## config.mk

```make
export PLATFORM = sky130hd
export DESIGN_NAME = priority_round_robin_channel_arbiter
export DESIGN_NICKNAME = d
export VERILOG_FILES = /design/src/rtl/prra_pkg.sv /design/src/rtl/prra_cfg.sv /design/src/rtl/prra_pick.sv /design/src/rtl/priority_round_robin_channel_arbiter.sv
export SDC_FILE = /design/constraint.sdc
export NUM_CORES = 1
export LEC_CHECK = 0
export ABC_AREA = 1
export BUFFER_PORTS_ARGS = -buffer_cell sky130_fd_sc_hd__buf_2
export CAP_MARGIN = 30
export CELL_PAD_IN_SITES_DETAIL_PLACEMENT = 1
export CELL_PAD_IN_SITES_GLOBAL_PLACEMENT = 2
export CORE_MARGIN = 5
export CORE_UTILIZATION = 32
export DETAILED_ROUTE_END_ITERATION = 10
export GPL_ROUTABILITY_DRIVEN = 0
export PLACE_DENSITY = 0.91
export SETUP_SLACK_MARGIN = 0.2
export SYNTH_ARGS = -nofsm -noshare
export SYNTH_HDL_FRONTEND = slang
export SYNTH_SLANG_ARGS = --single-unit
```

## constraint.sdc

```tcl
create_clock -name clk -period 27.7 [get_ports clk]
set_input_delay 5.54 -clock clk [delete_from_list [all_inputs] [get_ports clk]]
set_output_delay 5.54 -clock clk [all_outputs]
set_load 0.01 [all_outputs]
```

## src/rtl/prra_pkg.sv

```systemverilog
package prra_pkg;

  localparam int NUM_CHANNELS_DEF = 8;
  localparam int NUM_LEVELS_DEF   = 8;

  // fixed field widths of the channel words
  localparam int MASK_W     = 8;
  localparam int PREV_W     = 3;
  localparam int PRIO_W     = 3;
  localparam int PRIO_REG_W = 24;

  // register port
  localparam int DATA_W    = 32;
  localparam int ADDR_W    = 3;
  localparam int REG_IDX_W = ADDR_W - 2;

  localparam logic [REG_IDX_W-1:0] REG_CHANNEL_PRIORITIES = 1'b0;

  typedef struct packed {
    logic              psel;
    logic              penable;
    logic              pwrite;
    logic [ADDR_W-1:0] paddr;
    logic [DATA_W-1:0] pwdata;
  } apb_req_t;

endpackage

```

## src/rtl/prra_cfg.sv

```systemverilog
module prra_cfg (
  input  logic                          clk,
  input  logic                          rst_n,
  input  prra_pkg::apb_req_t            req,
  output logic [prra_pkg::PRIO_REG_W-1:0] prio_r,
  output logic [prra_pkg::DATA_W-1:0]   prdata
);
  import prra_pkg::*;

  logic [REG_IDX_W-1:0] reg_idx;
  logic                 wr_en;

  assign reg_idx = req.paddr[ADDR_W-1:2];
  assign wr_en   = req.psel && req.penable && req.pwrite;

  always_ff @(posedge clk) begin
    if (!rst_n) begin
      prio_r <= '0;
    end else if (wr_en && (reg_idx == REG_CHANNEL_PRIORITIES)) begin
      prio_r <= req.pwdata[PRIO_REG_W-1:0];
    end
  end

  always_comb begin
    unique case (reg_idx)
      REG_CHANNEL_PRIORITIES: prdata = DATA_W'(prio_r);
      default:                prdata = '0;
    endcase
  end

endmodule

```

## src/rtl/prra_pick.sv

```systemverilog
module prra_pick #(
  parameter int NUM_CHANNELS = prra_pkg::NUM_CHANNELS_DEF,
  parameter int NUM_LEVELS   = prra_pkg::NUM_LEVELS_DEF
) (
  input  logic [prra_pkg::MASK_W-1:0]       elig_mask,
  input  logic [prra_pkg::PREV_W-1:0]       prev,
  input  logic [prra_pkg::PRIO_REG_W-1:0]   prio,
  input  logic [$clog2(NUM_CHANNELS+1)-1:0] last_r   [NUM_LEVELS],
  output logic [$clog2(NUM_CHANNELS+1)-1:0] last_nxt [NUM_LEVELS],
  output logic [$clog2(NUM_CHANNELS+1)-1:0] granted,
  output logic                              none
);
  import prra_pkg::*;

  localparam int CH_W   = $clog2(NUM_CHANNELS + 1);
  localparam int LV_W   = $clog2(NUM_LEVELS);
  // channels past the mask width can never win, so only these are scanned
  localparam int SCAN_N = (NUM_CHANNELS < MASK_W) ? NUM_CHANNELS : MASK_W;
  localparam int SC_W   = $clog2(SCAN_N);

  logic [LV_W-1:0]   lvl [SCAN_N];
  logic [SCAN_N-1:0] hit;
  logic [SCAN_N-1:0] elig;
  logic [PREV_W:0]   start_full;
  logic [SC_W-1:0]   start;

  // per-channel level and "is last served at its level"
  for (genvar c = 0; c < SCAN_N; c++) begin : g_chan
    logic [PRIO_W-1:0]     raw;
    logic [NUM_LEVELS-1:0] eq;

    assign raw     = prio[PRIO_W*c +: PRIO_W];
    assign lvl[c]  = (32'(raw) >= NUM_LEVELS) ? LV_W'(NUM_LEVELS - 1) : LV_W'(raw);
    assign elig[c] = elig_mask[c];

    for (genvar l = 0; l < NUM_LEVELS; l++) begin : g_lvl
      assign eq[l] = (lvl[c] == LV_W'(l)) && (last_r[l] == CH_W'(c));
    end
    assign hit[c] = |eq;
  end

  assign start_full = {1'b0, prev} + (PREV_W+1)'(1);
  assign start      = (32'(start_full) >= SCAN_N) ? '0 : SC_W'(start_full);

  logic                  have;
  logic [SC_W-1:0]       sel;
  logic [LV_W-1:0]       sel_lvl;
  logic                  sel_hit;
  logic [NUM_LEVELS-1:0] inv;

  // one pass over the rotated scan order, at most eight steps
  always_comb begin
    logic [SC_W:0]   sum;
    logic [SC_W-1:0] ch;
    have    = 1'b0;
    sel     = '0;
    sel_lvl = '0;
    sel_hit = 1'b0;
    inv     = '0;
    for (int k = 0; k < SCAN_N; k++) begin
      sum = {1'b0, start} + (SC_W+1)'(k);
      ch  = (sum >= (SC_W+1)'(SCAN_N)) ? SC_W'(sum - (SC_W+1)'(SCAN_N)) : SC_W'(sum);
      if (elig[ch]) begin
        if (!have || (lvl[ch] < sel_lvl)) begin
          have    = 1'b1;
          sel     = ch;
          sel_lvl = lvl[ch];
          sel_hit = hit[ch];
        end else if ((lvl[ch] == sel_lvl) && sel_hit) begin
          // step past the channel last served here; entry is dropped
          sel          = ch;
          sel_hit      = 1'b0;
          inv[sel_lvl] = 1'b1;
        end
      end
    end
  end

  for (genvar l = 0; l < NUM_LEVELS; l++) begin : g_upd
    assign last_nxt[l] = (have && (sel_lvl == LV_W'(l))) ? CH_W'(sel) :
                         inv[l] ? CH_W'(NUM_CHANNELS) : last_r[l];
  end

  assign none    = !have;
  assign granted = have ? CH_W'(sel) : CH_W'(NUM_CHANNELS);

endmodule

```

## src/rtl/priority_round_robin_channel_arbiter.sv

```systemverilog
// channel  | direction | handshake          | word
// in_      | input     | in_valid/in_stall  | four channel masks, previous channel
// out_     | output    | out_valid/out_stall| granted channel, none-eligible flag
// apb      | input     | psel/penable       | channel priorities register at 0x0
//
// one grant per cycle while out_stall is low: each word is registered, picked by a single pass over
// up to eight channels, and the grant registered on the output side
// out_valid rises as the accepted word moves into the output register; the last-served table
// updates as the word moves to the output register, so the next word sees it
// out_stall holds the output register and then the input register
// synchronous active-low reset clears valids, priorities and the table
module priority_round_robin_channel_arbiter #(
  parameter int NUM_CHANNELS = prra_pkg::NUM_CHANNELS_DEF,
  parameter int NUM_LEVELS   = prra_pkg::NUM_LEVELS_DEF
) (
  input  logic                              clk,
  input  logic                              rst_n,
  input  logic                              in_valid,
  output logic                              in_stall,
  input  logic [prra_pkg::MASK_W-1:0]       in_device_connected_mask,
  input  logic [prra_pkg::MASK_W-1:0]       in_controller_connected_mask,
  input  logic [prra_pkg::MASK_W-1:0]       in_rx_ready_mask,
  input  logic [prra_pkg::MASK_W-1:0]       in_tx_nonempty_mask,
  input  logic [prra_pkg::PREV_W-1:0]       in_previous_channel,
  output logic                              out_valid,
  input  logic                              out_stall,
  output logic [$clog2(NUM_CHANNELS+1)-1:0] out_granted_channel,
  output logic                              out_none_eligible,
  input  logic                              psel,
  input  logic                              penable,
  input  logic                              pwrite,
  input  logic [prra_pkg::ADDR_W-1:0]       paddr,
  input  logic [prra_pkg::DATA_W-1:0]       pwdata,
  output logic [prra_pkg::DATA_W-1:0]       prdata,
  output logic                              pready
);
  import prra_pkg::*;

  localparam int CH_W = $clog2(NUM_CHANNELS + 1);

  apb_req_t              apb_req;
  logic [PRIO_REG_W-1:0] prio_r;

  logic                  in_v_r;
  logic [MASK_W-1:0]     elig_r;
  logic [PREV_W-1:0]     prev_r;
  logic                  out_v_r;
  logic [CH_W-1:0]       granted_r;
  logic                  none_r;
  logic [CH_W-1:0]       last_r   [NUM_LEVELS];
  logic [CH_W-1:0]       last_nxt [NUM_LEVELS];
  logic [CH_W-1:0]       granted_nxt;
  logic                  none_nxt;
  logic                  out_load;
  logic                  in_load;

  assign apb_req = '{psel: psel, penable: penable, pwrite: pwrite,
                     paddr: paddr, pwdata: pwdata};
  assign pready  = 1'b1;

  prra_cfg u_cfg (
    .clk    (clk),
    .rst_n  (rst_n),
    .req    (apb_req),
    .prio_r (prio_r),
    .prdata (prdata)
  );

  prra_pick #(
    .NUM_CHANNELS (NUM_CHANNELS),
    .NUM_LEVELS   (NUM_LEVELS)
  ) u_pick (
    .elig_mask (elig_r),
    .prev      (prev_r),
    .prio      (prio_r),
    .last_r    (last_r),
    .last_nxt  (last_nxt),
    .granted   (granted_nxt),
    .none      (none_nxt)
  );

  assign out_load = !out_v_r || !out_stall;
  assign in_load  = !in_v_r || out_load;
  assign in_stall = !in_load;

  always_ff @(posedge clk) begin
    if (!rst_n) begin
      in_v_r  <= 1'b0;
      out_v_r <= 1'b0;
      for (int l = 0; l < NUM_LEVELS; l++) begin
        last_r[l] <= '0;
      end
    end else begin
      if (in_load) begin
        in_v_r <= in_valid;
      end
      if (out_load) begin
        out_v_r <= in_v_r;
      end
      if (in_v_r && out_load) begin
        last_r <= last_nxt;
      end
    end
  end

  always_ff @(posedge clk) begin
    if (in_valid && in_load) begin
      elig_r <= in_device_connected_mask & in_controller_connected_mask &
                in_rx_ready_mask & in_tx_nonempty_mask;
      prev_r <= in_previous_channel;
    end
    if (in_v_r && out_load) begin
      granted_r <= granted_nxt;
      none_r    <= none_nxt;
    end
  end

  assign out_valid           = out_v_r;
  assign out_granted_channel = granted_r;
  assign out_none_eligible   = none_r;

endmodule

```

==> impl_metrics.json, run 1 <==
{
  "drt.antenna.violating_nets": 0,
  "holdPathStages": 2,
  "fin_nets": 1595,
  "synth_top_flop_cell": "dfxtp_1",
  "cts_buffer_depth": 2,
  "grt_pass1_wl_um": 49000,
  "vias_per_cell": 5.15,
  "core_um2": 25000,
  "postCtsHoldBufs": 0,
  "fin_crit_sh_pct": 43.4,
  "grtUsageTotal_pct": 21.7,
  "dpl_cell_area_um2": 8680,
  "critical_path.most_common_cell": "nand2_1",
  "routed_wl_um": 31700,
  "setup_viol": 0,
  "synthDistinctLibCells": 45,
  "synthCells": 1423,
  "synth_area_um2": 8040,
  "hold_viol_final": 0,
  "yosysSeqAreaShare_pct": 20.0,
  "ctsResizeCount": 0,
  "rows": 58,
  "final_core_utilization_pct": 36.0,
  "rsz0062_at_grt": "false",
  "clock.fmax_ghz": 0.0833,
  "clk-insertion-delay-late_ns": 0.35,
  "finalMaxSlewViolations": 0,
  "hold_class": "flip-flop to flip-flop",
  "ir_drop_uv": 31.9,
  "cp_data_required_time_ns": 27.88,
  "cp.arrival_ns": 12.19,
  "worst_slew_pin_slew_ns": 0.958,
  "initial_core_util_pct": 32.2,
  "critical_path_class": "flip-flop to flip-flop",
  "grt_max_degree": 78,
  "synth_warnings": 0,
  "critPathCaptureType": "flip-flop",
  "clock_sinks": 73,
  "route.detailed.drc": 0,
  "dp_hpwl_um": 26200,
  "dieArea_um2": 28400,
  "drt-wirelength-per-cell_um": 17.3,
  "synth_common_cells": "nand2_1 (396), nor2_1 (203), nand3_1 (165), inv_1 (151), o21ai_0 (94)",
  "num_antenna_cells": 0,
  "power_leakage_nw": 4.28,
  "maxCapViolations": 0,
  "hold_end": "out_valid$_SDFFE_PN0P_",
  "drtPass1Iterations": 5,
  "io-pin-count": 117,
  "timing.rr.start": "prev_r[0]$_DFFE_PP_",
  "antenna_found_initial": 0,
  "drive_gt1_share_pct": 15.0,
  "grt_pass1_vias": 9027,
  "dpl.cell_count": 1811,
  "cts_tree": "yes",
  "synth-edff-count": 15,
  "clockRootBuffer": "clkbuf_16",
  "synth_top_area_share_pct": 18.5,
  "r2r-end": "last_r[6]$_SDFFE_PN0P_",
  "slowest_stage": "buf_4",
  "postCtsSetupBuffers": 0,
  "max_slew_margin_pct": 36.1,
  "cp_max_fo": 77,
  "h-tree-depth": 3,
  "p_total_w": 0.000739,
  "cts_inserted_buffers": 9,
  "num_vias": 9406,
  "rr_worst_depth": 71,
  "start_kind": "flip-flop",
  "die_height_um": 169,
  "fin_area_um2": 8990,
  "r2r_setup_slack_ns": 15.69,
  "synth_area_per_cell_um2": 5.65,
  "synth_area_leaders": "nand2_1 (18%), dfxtp_1 (14%), nand3_1 (10%), nor2_1 (9.5%), inv_1 (7.0%)",
  "clk_pin_slew_ns": 0.07,
  "max_stage_delay_ns": 0.60,
  "crit_buf_inv": 12,
  "drt_iter0_drc": 498,
  "synth_area_leader_cell": "nand2_1",
  "final_cell_count_no_fill": 1827,
  "min_from": "in_v_r$_SDFFE_PN0N_",
  "yosysMostFrequentCell": "nand2_1",
  "synth-seq-cells": 73,
  "die_w_um": 169,
  "finalClockSkew_ns": 0.00871,
  "port_buffers": 97,
  "synthToLayoutAreaGrowth_pct": 11.8,
  "period_minus_slack_ns": 12.01,
  "fin_setup_tns_ns": 0,
  "outcome": "complete, no violations",
  "synthArstFlopShare_pct": 0,
  "grt_overflow": 0,
  "power_density_nw_per_um2": 82.2,
  "crit_family": "simple AND/OR/NAND/NOR gates"
}
## kinds of logic after synthesis
family / share of synthesized area (%)
xor+xnor: 0.342
fa+ha+maj: 4.04
buf+inv: 12.2
simple gates: 49.5
other cells: 0.0934
flops: 20.0
compound gates: 13.7
## state kept, by name, summed over array words and instances (netlist names)
| register | flops |
|---|---|
| in_v_r | 1 |
| prev_r | 3 |
| out_granted_channel | 4 |
| out_valid | 1 |
| u_cfg.prio_r | 24 |
| last_r | 32 |
| elig_r | 8 |
## cell type report
cell class / instances / area (um^2)
clock buffers: 10 / 239
clock inverters: 6 / 66.3
fillers: 3516 / 16000
inverters: 177 / 671
multi-input cells: 1131 / 5470
flip-flops and latches: 73 / 1610
well taps: 330 / 413
repair buffers: 100 / 515
## stage by stage
step           setup WS (ns)  hold WS, ns
3_3_place_gp           16.01        0.459
5_1_grt                14.56        0.514
2_1_floorplan          16.02        0.448
6_report               15.69        0.478
3_5_place_dp           15.70        0.474
4_1_cts                15.68        0.483
## worst register-to-register path: cells and delay by family, from the launching register on
family | cells | cell delay [ns]
adder cells (fa/ha/maj) | 8 | 2.37
buffers and inverters | 12 | 1.92
AO/OA/AOI/OAI | 12 | 2.22
AND/OR/NAND/NOR | 39 | 5.01
flip-flops | 1 | 0.32
## where the power goes
group | internal, W | switching (W)
logic | 0.000135 | 0.000345
registers | 0.000123 | 0.0000119
clock network | 0.0000727 | 0.0000518
## metal layers
metal | vias to the layer above | global-route usage [%] | wire length [um]
met5 | - | 0 | 0
li1 | 4718 | - | -
met4 | 0 | 5.43 | 685
met2 | 252 | 35.6 | 14500
met1 | 4397 | 30.0 | 14900
met3 | 39 | 3.34 | 1660
## cells in the final DEF (no fill, tap or decap), drive strengths merged
cell and instances:
nand2 435, nor2 217, nand3 179, inv 176, o21ai 120, buf 100
a21oi 73, dfxtp 58, nand4 34, ha 26, edfxtp 15, clkbuf 10
conb 9, or2 9, nor3 7, o21a 7, clkinv 6, nand3b 3
and2 3, a31oi 2, nor3b 2, a21boi 1, xnor2 1, o31ai 1
o211ai 1, a211oi 1, bufinv 1
## worst max-delay path by stage
stage / from / depth (start not counted) / slack (ns) / endpoint
finish: prev_r[0]$_DFFE_PP_ / 71 / 15.69 / last_r[6]$_SDFFE_PN0P_
global placement: paddr[2] / 3 / 16.01 / prdata[2]
global route: prev_r[0]$_DFFE_PP_ / 71 / 14.56 / last_r[6]$_SDFFE_PN0P_
CTS: prev_r[0]$_DFFE_PP_ / 71 / 15.68 / last_r[6]$_SDFFE_PN0P_
detailed placement: prev_r[0]$_DFFE_PP_ / 71 / 15.70 / last_r[6]$_SDFFE_PN0P_
floorplan: paddr[2] / 3 / 16.02 / prdata[10]
Note: power is estimated with default switching activity, not from simulation.
==> run 2, diff against run 1 <==
--- a/config.mk
+++ b/config.mk
@@ -11,10 +11,10 @@
 export CELL_PAD_IN_SITES_DETAIL_PLACEMENT = 1
 export CELL_PAD_IN_SITES_GLOBAL_PLACEMENT = 2
 export CORE_MARGIN = 5
-export CORE_UTILIZATION = 32
+export CORE_UTILIZATION = 27
 export DETAILED_ROUTE_END_ITERATION = 10
 export GPL_ROUTABILITY_DRIVEN = 0
-export PLACE_DENSITY = 0.91
+export PLACE_DENSITY = 0.83
 export SETUP_SLACK_MARGIN = 0.2
 export SYNTH_ARGS = -nofsm -noshare
 export SYNTH_HDL_FRONTEND = slang
==> constraint.sdc (replaced) <==
create_clock -name clk -period 10.76 [get_ports clk]
set_input_delay 2.152 -clock clk [delete_from_list [all_inputs] [get_ports clk]]
set_output_delay 2.152 -clock clk [all_outputs]
set_load 0.01 [all_outputs]
==> run 2 against run 1 <==
  * Setup slack worse by 15 ns
  * Maximum frequency grew 23%
  * Clock-buffer cell count fell by 1
  * Flip-flop and latch count unchanged
  * Clock skew is 0.00081 ns lower
  * Hold slack gained 0.0048 ns
  * Clock power up 140%
  * Critical path depth shrank 1
  * Power increased to 2.7 times the previous value
  * Non-clock buffer count up 30
  * Cell count increased by 4.9%
  * Die area is 17% higher
  * Highest routed layer unchanged
==> impl_metrics.json, run 2 (synthesis gave the netlist of run 1 again) <==
{
  "cp_data_required_time_ns": 11.02,
  "drt_iter0_drc": 510,
  "dieArea_um2": 33300,
  "rows": 63,
  "fin_area_um2": 9450,
  "power_density_nw_per_um2": 210,
  "grt_pass1_wl_um": 50700,
  "cp.arrival_ns": 10.05,
  "critPathCaptureType": "flip-flop",
  "outcome": "complete, no violations",
  "rsz0062_at_grt": "false",
  "core_um2": 29600,
  "drt.antenna.violating_nets": 0,
  "finalClockSkew_ns": 0.00790,
  "drtPass1Iterations": 5,
  "route.detailed.drc": 0,
  "slowest_stage": "edfxtp_1",
  "routed_wl_um": 32800,
  "hold_viol_final": 0,
  "cp_max_fo": 14,
  "port_buffers": 97,
  "dpl_cell_area_um2": 8860,
  "num_antenna_cells": 0,
  "clock.fmax_ghz": 0.102,
  "antenna_found_initial": 0,
  "worst_slew_pin_slew_ns": 0.931,
  "drt-wirelength-per-cell_um": 17.1,
  "cts_inserted_buffers": 9,
  "power_leakage_nw": 4.45,
  "h-tree-depth": 3,
  "period_minus_slack_ns": 9.79,
  "synthToLayoutAreaGrowth_pct": 17.5,
  "clk_pin_slew_ns": 0.07,
  "vias_per_cell": 4.91,
  "die_w_um": 183,
  "grt_max_degree": 74,
  "die_height_um": 183,
  "critical_path.most_common_cell": "nand2_1",
  "fillers": 3995,
  "fin_nets": 1625,
  "grt_overflow": 0,
  "crit_family": "simple AND/OR/NAND/NOR gates",
  "io-pin-count": 117,
  "initial_core_util_pct": 27.2,
  "clock_sinks": 73,
  "drive_gt1_share_pct": 17.9,
  "dp_hpwl_um": 27000,
  "timing.rr.start": "prev_r[0]$_DFFE_PP_",
  "clk-insertion-delay-late_ns": 0.35,
  "reg.largest.list": "last_r (32), u_cfg.prio_r (24), elig_r (8)",
  "min_from": "in_v_r$_SDFFE_PN0N_",
  "final_cell_mix": "nand2_1 (391), nor2_1 (200), nand3_1 (163)",
  "ir_drop_uv": 105,
  "layout_commonest_cell": "nand2_1",
  "setup_viol": 0,
  "largest-register": "last_r",
  "postCtsHoldBufs": 0,
  "finalMaxSlewViolations": 0,
  "crit_buf_inv": 10,
  "clockRootBuffer": "clkbuf_16",
  "crit_start": "prev_r[0]$_DFFE_PP_",
  "whs_ns": 0.483,
  "fin_crit_sh_pct": 91.0,
  "max_stage_delay_ns": 0.45,
  "hold_class": "flip-flop to flip-flop",
  "grtUsageTotal_pct": 19.0,
  "maxCapViolations": 0,
  "grt_pass1_vias": 9536,
  "dpl.cell_count": 1879,
  "cts_buffer_depth": 2,
  "final_cell_count_no_fill": 1917,
  "cts_tree": "yes",
  "start_kind": "flip-flop",
  "critical_path_class": "flip-flop to flip-flop",
  "max_slew_margin_pct": 37.8,
  "largest_reg_flops": 32,
  "num_vias": 9410
}
run 2: area by class of cell:
| type | instances | area, um^2 | share of cell area [%] |
|---|---|---|---|
| Sequential cell | 73 | 1610 | 17.1 |
| Tap cell | 390 | 488 | 5.16 |
| Multi-Input combinational cell | 1131 | 5580 | 59.1 |
| Clock inverter | 7 | 60.1 | 0.636 |
| Inverter | 177 | 681 | 7.20 |
| Timing Repair Buffer | 130 | 803 | 8.50 |
| Clock buffer | 9 | 225 | 2.38 |
run 2: where the power goes:
part	total, W	leakage (nW)	internal (W)	switching [W]
Sequential	0.000346	0.619	0.000316	0.0000298
Combinational	0.00133	3.70	0.000414	0.000919
Clock	0.000301	0.131	0.000161	0.000141
run 2: tightest hold or removal path: stages (launching register included):
cell	delay, ns
dfxtp_1	0.31
inv_1	0.06
a21oi_1	0.06
run 2: path summary, 6_finish.rpt:
kind / endpoint / slack, ns / depth (start not counted)
worst max-delay path: last_r[5]$_SDFFE_PN0P_ / 0.97 / 70
worst min-delay path: out_valid$_SDFFE_PN0P_ / 0.48 / 2
worst max register to register: last_r[5]$_SDFFE_PN0P_ / 0.97 / 70
worst min register to register: out_valid$_SDFFE_PN0P_ / 0.48 / 2
run 2: repair_timing:
action / CTS / global route
setup endpoints to repair: 32 / 35
gates cloned: 0 / 1
resized for setup: 5 / 37
pin swaps: 1 / 14
setup buffers: 2 / 19
run 2: metal layers:
layer	GRT usage (%)	vias to the layer above	wire, um
met3	2.63	38	1310
met2	31.3	204	14700
li1	-	4773	-
met4	4.56	0	756
met5	0	-	0
met1	26.3	4395	15900
run 2: metrics by stage:
stage                     total power, W  setup TNS, ns  utilization (%)  setup WS (ns)
after detailed placement         0.00159          -2.64             30.0         -0.228
after global placement           0.00155              0             29.9          0.103
final                            0.00198              0             32.0          0.973
after floorplan                  0.00124              0                -           1.10
after CTS                        0.00190              0             31.0          0.214
after global routing             0.00215              0             32.0          0.160
==> run 3, diff against run 2 <==
--- a/config.mk
+++ b/config.mk
@@ -5,16 +5,16 @@
 export SDC_FILE = /design/constraint.sdc
 export NUM_CORES = 1
 export LEC_CHECK = 0
-export ABC_AREA = 1
 export BUFFER_PORTS_ARGS = -buffer_cell sky130_fd_sc_hd__buf_2
 export CAP_MARGIN = 30
 export CELL_PAD_IN_SITES_DETAIL_PLACEMENT = 1
 export CELL_PAD_IN_SITES_GLOBAL_PLACEMENT = 2
 export CORE_MARGIN = 5
-export CORE_UTILIZATION = 27
+export CORE_UTILIZATION = 32
 export DETAILED_ROUTE_END_ITERATION = 10
 export GPL_ROUTABILITY_DRIVEN = 0
 export PLACE_DENSITY = 0.83
+export RECOVER_POWER = 50
 export SETUP_SLACK_MARGIN = 0.2
 export SYNTH_ARGS = -nofsm -noshare
 export SYNTH_HDL_FRONTEND = slang
==> run 3 against run 2 <==
  * The run now ends with setup timing left
  * Clock power rose by 3%
  * Synthesized area rose by 4.5%
  * Power rose by 19%
==> impl_metrics.json, run 3 <==
{
  "ff_latch_area_um2": 1610,
  "maxCapViolations": 0,
  "clk_pin_slew_ns": 0.06,
  "dp_hpwl_um": 28700,
  "ir_drop_uv": 105,
  "power.share.combinational_pct": 72.8,
  "critical_path_class": "flip-flop to flip-flop",
  "io-pin-count": 117,
  "worst_slew_pin_slew_ns": 1.30,
  "critPathCaptureType": "flip-flop",
  "synth_warnings": 0,
  "max_stage_delay_ns": 0.58,
  "port_buffers": 97,
  "period_minus_slack_ns": 11.37,
  "synth_area_leader_cell": "dfxtp_1",
  "crit_family": "compound AO/OA/AOI/OAI gates",
  "synth_area_um2": 8400,
  "clock.fmax_ghz": 0.0880,
  "reg.largest.list": "last_r (32), u_cfg.prio_r (24), elig_r (8)",
  "drt.antenna.violating_nets": 0,
  "clk-insertion-delay-late_ns": 0.35,
  "drive_gt1_share_pct": 40.8,
  "grt_pass1_wl_um": 56100,
  "power_density_nw_per_um2": 200,
  "timing.rr.start": "prev_r[1]$_DFFE_PP_",
  "hold_class": "flip-flop to flip-flop",
  "max_slew_margin_pct": 13.4,
  "fin_setup_tns_ns": -16.83,
  "outcome": "complete, but fails checks",
  "die_height_um": 172,
  "setup_viol": 35,
  "core_um2": 26000,
  "initial_core_util_pct": 32.3,
  "cp.arrival_ns": 11.61,
  "hold_viol_final": 0,
  "whs_ns": 0.508,
  "cp_data_required_time_ns": 11.00,
  "fin_crit_sh_pct": 106,
  "num_antenna_cells": 0,
  "synth_area_leaders": "dfxtp_1 (14%), edfxtp_1 (5.4%), mux4_2 (5.4%), nand2_1 (5.3%), ha_1 (3.9%)",
  "num_vias": 9704,
  "h-tree-depth": 3,
  "grt_overflow": 0,
  "drt_iter0_drc": 778,
  "rows": 59,
  "routed_wl_um": 37900,
  "yosysMostFrequentCell": "nand2_1",
  "start_kind": "flip-flop",
  "clock_sinks": 73,
  "clockRootBuffer": "clkbuf_16",
  "crit_start": "prev_r[1]$_DFFE_PP_",
  "worst_slack_ns": -0.609,
  "layout_commonest_cell": "buf_4",
  "largest_reg_flops": 32,
  "switchingPower_w": 0.00107,
  "min_from": "in_v_r$_SDFFE_PN0N_",
  "synth-edff-count": 15,
  "finalMaxSlewViolations": 0,
  "die_w_um": 172,
  "synthToLayoutAreaGrowth_pct": 40.4,
  "largest-register": "last_r",
  "synthCells": 1025,
  "yosysSeqAreaShare_pct": 19.2,
  "vias_per_cell": 5.90,
  "grt_max_degree": 27,
  "crit_buf_inv": 11,
  "grt_pass1_vias": 9989,
  "p_sw_share_pct": 45.5,
  "synth_top_area_share_pct": 13.8,
  "dpl_cell_area_um2": 10600,
  "final_core_utilization_pct": 45.4,
  "synthArstFlopShare_pct": 0,
  "synth-seq-cells": 73,
  "rsz0062_at_grt": "true",
  "grtUsageTotal_pct": 24.3,
  "clkPwrFrac_pct": 13.1,
  "fin_nets": 1409,
  "violations": "setup timing",
  "cp_max_fo": 6,
  "drtPass1Iterations": 5,
  "cts_tree": "yes",
  "cts_buffer_depth": 2,
  "dieArea_um2": 29600,
  "postCtsHoldBufs": 0,
  "synth_area_per_cell_um2": 8.20,
  "synth_common_cells": "nand2_1 (118), nor2_1 (84), dfxtp_1 (58), nor2b_1 (51), a21oi_1 (47)",
  "synth_top_flop_cell": "dfxtp_1",
  "power_leakage_nw": 4.64,
  "slowest_stage": "mux4_2",
  "route.detailed.drc": 0,
  "multi_input_area_um2": 7070,
  "seqPwrFrac_pct": 14.1,
  "finalClockSkew_ns": 0.00617,
  "fillers": 3131,
  "critical_path.most_common_cell": "ha_4",
  "fin_area_um2": 11800,
  "antenna_found_initial": 0,
  "synthDistinctLibCells": 112,
  "drt-wirelength-per-cell_um": 23.0,
  "cts_inserted_buffers": 9,
  "final_cell_mix": "buf_4 (213), nand2_1 (111), buf_2 (89)",
  "p_int_w": 0.00129
}
-- run 3: changes by cell type in the layout (fill, tap and decap cells not counted), moves of 27 or more --
| cell | before | now |
|---|---|---|
| inv_1 | 149 | 24 |
| nor2b_1 | 0 | 46 |
| nand2_2 | 32 | 4 |
| nand2_1 | 391 | 111 |
| o21ai_0 | 84 | 23 |
| nand3_1 | 163 | 28 |
| a21oi_1 | 72 | 40 |
| nor2_1 | 200 | 74 |
| mux2i_1 | 0 | 27 |
| buf_4 | 29 | 213 |
-- run 3: final timing paths --
| path | endpoint | slack (ns) | cells after the start |
|---|---|---|---|
| worst max-delay path | last_r[9]$_SDFFE_PN0P_ | -0.61 | 62 |
| worst min-delay path | out_valid$_SDFFE_PN0P_ | 0.51 | 2 |
| worst max register to register | last_r[9]$_SDFFE_PN0P_ | -0.61 | 62 |
| worst min register to register | out_valid$_SDFFE_PN0P_ | 0.51 | 2 |
-- run 3: layer usage --
metal,track usage [%],share of wire [%],vias up
met2,41.1,48,322
met1,31.3,43,4804
met5,0,0,-
li1,-,-,4485
met3,3.18,4.9,93
met4,9.91,4.4,0
-- run 3: cell type report --
cell class / count / area share [%]
Timing Repair Buffer: 324 / 19.1
Inverter: 34 / 1.23
Tap cell: 335 / 3.55
Sequential cell: 73 / 13.7
Clock inverter: 5 / 0.467
Multi-Input combinational cell: 864 / 59.9
Clock buffer: 10 / 2.03
-- run 3: metrics by stage --
stage          total power [W]  instances  setup WS [ns]
2_1_floorplan          0.00116       1032         -0.889
6_report               0.00236       1645         -0.609
5_1_grt                0.00247       1645          -1.07
4_1_cts                0.00215       1620         -0.459
3_5_place_dp           0.00166       1577         -0.943
3_3_place_gp           0.00161       1575         -0.557
-- run 3: kinds of logic after synthesis --
| logic type | Yosys count | synth area share, % |
|---|---|---|
| other cells | 2 | 0.0894 |
| simple gates | 475 | 31.0 |
| flops | 73 | 19.2 |
| buf+inv | 96 | 5.46 |
| xor+xnor | 6 | 1.03 |
| fa+ha+maj | 26 | 3.87 |
| mux | 75 | 12.7 |
| compound gates | 272 | 26.7 |
-- run 3: timing repair --
item | CTS | global route
gates resized for setup | 58 | 50
pin swaps | 37 | 37
gates cloned | 1 | 0
setup endpoints to repair | 35 | 35
buffers inserted | 27 | 25
-- run 3: worst reg2reg max path: cells and delay by family (launching register included) --
kind                     cells  cell delay [ns]
multiplexers                 2             0.80
flip-flops                   1             0.44
AO/OA/AOI/OAI               28             4.86
AND/OR/NAND/NOR             13             2.04
adder cells (fa/ha/maj)      8             2.04
buffers and inverters       11             1.07
-- run 3: power by group through the flow --
stage / clock, W / combinational (W) / sequential [W]
global route: 0.000324 / 0.00182 / 0.000334
global placement: 0 / 0.00128 / 0.000336
CTS: 0.000316 / 0.00150 / 0.000331
floorplan: 0 / 0.000828 / 0.000327
finish: 0.000310 / 0.00172 / 0.000332
detailed placement: 0 / 0.00132 / 0.000337
